[src/rtl/kwm_pkg.sv]
// Shared constants, types and helpers for the keyword rule matcher.
// No dependencies; imported by kwm_term, the core top level and the testbench.
package kwm_pkg;

	localparam int NUM_RULES      = 16;
	localparam int TERMS_PER_RULE = 2;
	localparam int TERM_LEN       = 32;
	localparam int NUM_TERMS      = NUM_RULES * TERMS_PER_RULE;

	localparam int RULE_W = $clog2(NUM_RULES);
	localparam int TERM_W = (TERMS_PER_RULE > 1) ? $clog2(TERMS_PER_RULE) : 1;
	localparam int POS_W  = $clog2(TERM_LEN);
	localparam int LEN_W  = $clog2(TERM_LEN + 1);
	localparam int CFG_W  = 5;

	localparam logic [1:0] OP_WRITE_BYTE = 2'd0;
	localparam logic [1:0] OP_SET_LEN    = 2'd1;
	localparam logic [1:0] OP_SCAN       = 2'd2;

	localparam logic [7:0] ASCII_UPPER_A = 8'h41;
	localparam logic [7:0] ASCII_UPPER_Z = 8'h5A;
	localparam logic [7:0] ASCII_CASE    = 8'h20;

	// broadcast from the core to every term cell
	typedef struct packed {
		logic             scan;
		logic             clear;
		logic             wr_byte;
		logic             wr_len;
		logic [POS_W-1:0] pos;
		logic [7:0]       data;
		logic [LEN_W-1:0] len;
	} term_ctl_t;

	typedef struct packed {
		logic seen_q;  // sticky flag as stored
		logic found;   // flag including the byte in flight
		logic empty;   // zero-length term
	} term_sts_t;

	function automatic logic [7:0] fold_byte(input logic [7:0] c);
		logic [7:0] r;
		r = c;
		if (c >= ASCII_UPPER_A && c <= ASCII_UPPER_Z) begin
			r = c + ASCII_CASE;
		end
		return r;
	endfunction

endpackage

[src/rtl/kwm_term.sv]
// One keyword term: byte cells, length, shift-and prefix vector, seen flag.
// Depends on kwm_pkg.
module kwm_term
	import kwm_pkg::*;
(
	input  logic      clk,
	input  logic      arst_n,
	input  term_ctl_t ctl,
	input  logic      sel,
	input  logic      fold,
	output term_sts_t sts
);

	logic [7:0]          bytes_q [TERM_LEN];
	logic [LEN_W-1:0]    len_q;
	logic [TERM_LEN-1:0] prefix_q;
	logic                seen_q;

	logic [TERM_LEN-1:0] match;
	logic [TERM_LEN-1:0] prefix_nxt;
	logic [LEN_W-1:0]    len_m1;
	logic                hit;
	logic [7:0]          cc;
	logic [LEN_W-1:0]    len_sat;

	always_comb begin
		cc = fold ? fold_byte(ctl.data) : ctl.data;
		for (int j = 0; j < TERM_LEN; j++) begin
			match[j] = ((fold ? fold_byte(bytes_q[j]) : bytes_q[j]) == cc)
				&& (LEN_W'(j) < len_q);
		end
		prefix_nxt = {prefix_q[TERM_LEN-2:0], 1'b1} & match;
		len_m1     = len_q - LEN_W'(1);
		hit        = (len_q != '0) && prefix_nxt[len_m1[POS_W-1:0]];
		len_sat    = (ctl.len > LEN_W'(TERM_LEN)) ? LEN_W'(TERM_LEN) : ctl.len;
	end

	assign sts.seen_q = seen_q;
	assign sts.found  = seen_q | (ctl.scan & hit);
	assign sts.empty  = (len_q == '0);

	// term bytes carry no reset
	always_ff @(posedge clk) begin
		if (ctl.wr_byte && sel) begin
			bytes_q[ctl.pos] <= ctl.data;
		end
	end

	always_ff @(posedge clk or negedge arst_n) begin
		if (!arst_n) begin
			len_q    <= '0;
			prefix_q <= '0;
			seen_q   <= 1'b0;
		end else begin
			if (ctl.wr_len && sel) begin
				len_q <= len_sat;
			end
			if (ctl.clear) begin
				prefix_q <= '0;
				seen_q   <= 1'b0;
			end else if (ctl.scan) begin
				prefix_q <= prefix_nxt;
				seen_q   <= seen_q | hit;
			end
		end
	end

endmodule

[config.mk]
export PLATFORM = sky130hd
export DESIGN_NAME = kwm_term
export DESIGN_NICKNAME = d
export VERILOG_FILES = /design/src/rtl/kwm_pkg.sv /design/src/rtl/kwm_term.sv
export SDC_FILE = /design/constraint.sdc
export NUM_CORES = 1
export LEC_CHECK = 0
export BUFFER_PORTS_ARGS = -buffer_cell sky130_fd_sc_hd__clkbuf_2
export CORE_MARGIN = 3
export CORE_UTILIZATION = 30
export DETAILED_ROUTE_END_ITERATION = 6
export PLACE_DENSITY = 0.48
export REMOVE_ABC_BUFFERS = 1
export SYNTH_ARGS = -nofsm -noshare
export SYNTH_HDL_FRONTEND = slang
export SYNTH_SLANG_ARGS = --single-unit
[constraint.sdc]
create_clock -name clk -period 6.9 [get_ports clk]
set_input_delay 0.345 -clock clk [delete_from_list [all_inputs] [get_ports clk]]
set_output_delay 0.345 -clock clk [all_outputs]
set_load 0.1 [all_outputs]
## Word level (Yosys, flattened, before mapping)

Memory sizes are Yosys's and may differ from the RTL's.
Index checks and enable logic that the tools add are counted.

- Input port bits: 27
- Memories kept: 1
- Memory bits (writable): 256
- Latch bits: 0
- Logic and storage cells: 320
- Output and inout port bits: 3
- Memory bits (read-only): 0
- Register bits: 38

Memories:

| memory | words | bits a word | read ports | clocked after memory_dff | wr ports | RTL line | RTL |
|---|---|---|---|---|---|---|---|
| bytes_q | 32 | 8 | 32 | 0 | 1 | kwm_term.sv:14 | `logic [7:0] bytes_q [TERM_LEN];` |

- Bitwise operators: 4
- Mux-type cells: 75
- $mul: 0
- Reductions and logical operators: 71
- Order comparisons: 100
- Add/subtract/negate cells: 34
- Div/mod/pow operators: 0
- Shifts and indexed selects: 0
- Equal/unequal tests: 32

Operator list:

| operator | number |
|---|---|
| 8-bit 2-to-1 mux | 66 |
| 8-bit by 6-bit adder with 8-bit output (second input constant) | 33 |
| 8-bit by 7-bit greater-or-equal comparator with 1-bit output (second input constant) | 33 |
| 8-bit by 7-bit <= comparator with 1-bit output (second input constant) | 33 |
| 8-bit == test | 32 |
| 5-bit by 6-bit less-than comparator with 1-bit output (first input constant) | 16 |
| 1-bit logical AND | 68 |
| 31-bit 2-to-1 mux | 2 |
| 4-bit by 6-bit less-than comparator with 1-bit output (first input constant) | 8 |
| 32-bit bitwise AND | 1 |
| 3-bit by 6-bit less-than comparator with 1-bit output (first input constant) | 4 |
| 1-bit by 6-bit less-than comparator with 1-bit output (first input constant) | 2 |
| 2-bit by 6-bit less-than comparator with 1-bit output (first input constant) | 2 |
| 6-bit > comparator (second input constant) | 1 |
| 6-bit zero test | 1 |
| 5-bit by 6-bit less-than comparator with 1-bit output (second input constant) | 1 |
| 6-bit 2-to-1 mux | 1 |
| 6-bit nonzero test | 1 |
| 1-bit binary-select mux with 5-bit select | 1 |
| 1-bit 2-to-1 mux | 5 |
| 5-bit by 1-bit subtractor with 5-bit output (second input constant) | 1 |
| 1-bit bitwise OR | 2 |
| 2-bit nonzero test | 1 |
| 1-bit bitwise AND | 1 |

## Longest topological paths before layout

An unclocked memory read counts as a cell.

- Depth in word-level cells: 14
- Gate-level depth with buffers: 14

## Least setup slack after synthesis

No wires, ideal clock.

- Kind: register -> output
- Start: register len_q[0]
- End: output sts[1] (netlist bit)
- Slack: 2367 ps
- Stages on the path, launching flop included: 14
- Data required time: 6555 ps
- Data arrival time: 4188 ps
- Cells stage by stage: dfrtp_1 > clkbuf_1 > inv_1 > ha_1 > clkbuf_1 > or3b_2 > clkbuf_1 > nor2_1 > nor4_1 > nand4_1 > o21ai_0 > a211oi_1 > or4_4 > nand2_1

RTL lines:

| element | RTL line | RTL |
|---|---|---|
| start, declared | kwm_term.sv:15 | `logic [LEN_W-1:0] len_q;` |
| start signal, assigned | kwm_term.sv:56 | `len_q <= len_sat;` |
| end, declared | kwm_term.sv:11 | `output term_sts_t sts` |

==> results.md <==
* Final Max Tran Viols at 0
* Crit-path max FO at 11
* F_max at ~0.19 GHz
* Largest cells by area after synthesis: edfxtp_1 48%, xnor2_1 8.1%, dfrtp_1 6.0%
* Number of vias per cell at 5.25
* MaxCap Viol Count at 0
* Tightest Pin Transition at about 1.1 ns
* Setup Buffers After CTS at 0
* Met1 Resource Use GR at 22.6%
* Vias in the first global route at roughly 11000
* Clk Latency, worst-skew pair at around 0.55 ns
* Unrepaired setup endpoints after global routing: false
* Post-synth top area share at between 40% and 50%
* Die Y at approximately 240 µm
* Switch share at approximately 25%
* Initial core utilization at 30.7%
* Endpoints failing setup at 0
* Nets@finish at 1500
* Buffers and inverters on the worst path at 1
* First DRT Iteration DRCs at ~820
* Post-layout util at 34.8%
* H-tree Lvls at 2
* Biggest area consumer among synthesized cells: edfxtp_1
* Main flop type after synthesis: edfxtp_1
* I/O Buffers at 29
* Worst reg2reg setup slack at around 2.9 ns
* Area delta synth->final at 13.2%
* Row cnt at 83
* DP HPWL at roughly 33 mm
* Hold WC Path Type: primary input to flip-flop
* Area of the core at slightly above 50000 µm²
* Crit path kind: flip-flop to output port
* Cells after synthesis at 1405
* Worst path slowest cell: dfrtp_1
* P_sw at roughly 1.1 mW
* Comb pwr share at 9.9%
* CTS Buf Count at 37
* CP peak stage delay at approximately 0.77 ns
* Met3 Use GR at approximately 4.2%
* Part of the power in registers at a little under half
* Min cycle time layout at roughly 5.4 ns
* Critical path startpoint category: flip-flop
* Crit-path most repeated cell: nand2_1
* Drt wl/cell at roughly 23 µm
* Syn avg cell area at between 10 and 15 µm²
* Pint at ~3.2 mW
* Max Root-Sink Buffers at 3
* Grt total ovfl at 0
* TNS Setup at 0 ns
* Root Buffer: clkbuf_16
* Via count at 11300
* CTS clock-pin slew for the worst setup and hold paths at 0.06 ns
* Status: complete, no violations
* Yosys warns at 0
* CTS tree: built
* Initial antenna violation count at 0
* Design area at between 15000 and 20000 µm²
* Gates resized, CTS repair at 0
* Placed cell areas at around 17000 µm²
* Leakage at 6.06 nW
* GR Util All Layers at 17.1%
* Clock power share at a little over two fifths
* Clk sinks at roughly 300
* Clk_skew at 0.0239 ns
* Largest net degree at the start of global routing at 40
* Detail Route Antenna Nets at 0
* Seq/Total Area, Yosys at about 54%
* Final wirelength at between 40 and 50 mm
* Worst setup EP type: output port
* Post-synth EDFFs at 256
* GPL Wtd Cong at between 0.8 and 0.9
* Yosys reg bits at around 300
* Die span in x at 237 µm
* Layout cell share with drive strength beyond 1 at between 10 and 15%
* Slew HR at a little under a quarter
* Cell area after synthesis at about 16000 µm²
* CP Data Required Time at between 6 and 7 ns
* Hold Buf Count CTS at 1
* Final hold viol count at 0
* Drc violations at 0
* Global-route wire length before repair at 72.0 mm
* Arr. time, crit path at 5.04 ns
* Top delay family on crit path: simple AND/OR/NAND/NOR gates
* DR pass1 iterations at 5
* Synth unique cells at 70
* Met2 usage at approximately 28%
* Die Area at between 50000 and 60000 µm²
* N_diodes at 0
* Async S/R FF share, synth at between 10 and 15%
* GRT Max-Usage Layer: met2
* Maximum VDD drop at 0.165 mV
* Critical-path cell list: ha_1 > nand2_1 > o21ai_0 > nand4_1 > nor4_1 > o22ai_1 > or4_1 > or4_4 > nand2_1 > clkbuf_2
* PD cells at 236 nW/µm²
* Final worst-path cycle share at 78.0%
* I/O pin cnt at 30
routing by layer:
metal	routed length (µm)	part of all wire [%]	vias to the layer above
li1	-	-	5283
met1	21800	45	5620
met2	22600	46	304
met3	2860	5.9	73
met4	1320	2.7	0
met5	0	0	-
state kept, by name, indices dropped and copies added (netlist names):
register,cells
seen_q,1
prefix_q,31
len_q,6
bytes_q,256
cell families (layout without fill, tap and decap cells):
logic type | count (synthesis) | count (layout) | synth area share, %
compound gates | 256 | 256 | 11.4
fa+ha+maj | 35 | 35 | 2.75
xor+xnor | 253 | 253 | 13.9
simple gates | 436 | 436 | 14.0
flops | 294 | 294 | 54.1
buf+inv | 118 | 180 | 2.94
mux | 13 | 13 | 0.831
final timing paths:
kind / startpoint / to / cells after the start
worst max-delay path: len_q[1] / sts[1] / 10
worst min-delay path: ctl[2] / len_q[2] / 3
worst max register to register: len_q[1] / seen_q / 9
worst min register to register: prefix_q[4] / prefix_q[4] / 2
max in group asynchronous: arst_n / prefix_q[1] / 3
min in group asynchronous: arst_n / prefix_q[24] / 3
worst min-delay path: stages:
cell	delay [ns]
clkbuf_2	0.08
nand2b_1	0.05
o21ai_0	0.06
per-stage QoR:
stage | worst slack (ns) | power [mW] | instances | hold slack, ns
global placement | 1.86 | 2.44 | 2078 | 0.491
floorplan | 1.19 | 2.23 | 1350 | 0.0494
finish | 1.51 | 4.26 | 2147 | 0.0373
detailed placement | 1.77 | 2.44 | 2078 | 0.494
global route | 1.34 | 4.42 | 2147 | 0.0383
CTS | 1.59 | 4.32 | 2147 | 0.0105
cell usage after synthesis, types with 13 or more instances:
master      n
xnor2_1   148
dfrtp_1    38
or3_1      23
o21ai_0    28
nand4_1    40
a31oi_1    25
or4_1      29
or2_2      15
nand2_1   102
nand3_1    15
nor4_1     24
xor2_1    105
buf_1      14
nor3_1     32
o41ai_1    17
nor2_1    109
edfxtp_1  256
a21oi_1    67
ha_1       35
nor2b_1    13
inv_1      63
o221a_2    14
clkbuf_1   29
placed cells by master (no fill, tap or decap), drive strengths merged, types with 31 or more instances in the layout:
master,instances
nand4,40
xnor2,148
o21ai,32
ha,35
inv,64
clkbuf,70
dfrtp,38
xor2,105
nor2,109
nor3,32
or4,31
a21oi,68
nand2,102
edfxtp,256
power groups by stage:
stage	sequential, mW	clock (mW)	combinational, mW
finish	1.98	1.85	0.421
global route	1.98	1.98	0.452
CTS	1.98	1.91	0.424
detailed placement	2.02	0	0.421
global placement	2.02	0	0.419
floorplan	2.01	0	0.216
final cells by class:
| cell class | instances | area (µm²) |
|---|---|---|
| repair buffers | 49 | 310 |
| well taps | 680 | 851 |
| clock buffers | 46 | 1000 |
| flip-flops and latches | 294 | 8640 |
| multi-input cells | 993 | 6870 |
| clock inverters | 22 | 156 |
| fillers | 5124 | 33900 |
| inverters | 63 | 236 |
Note: power is estimated with default switching activity, not from simulation.
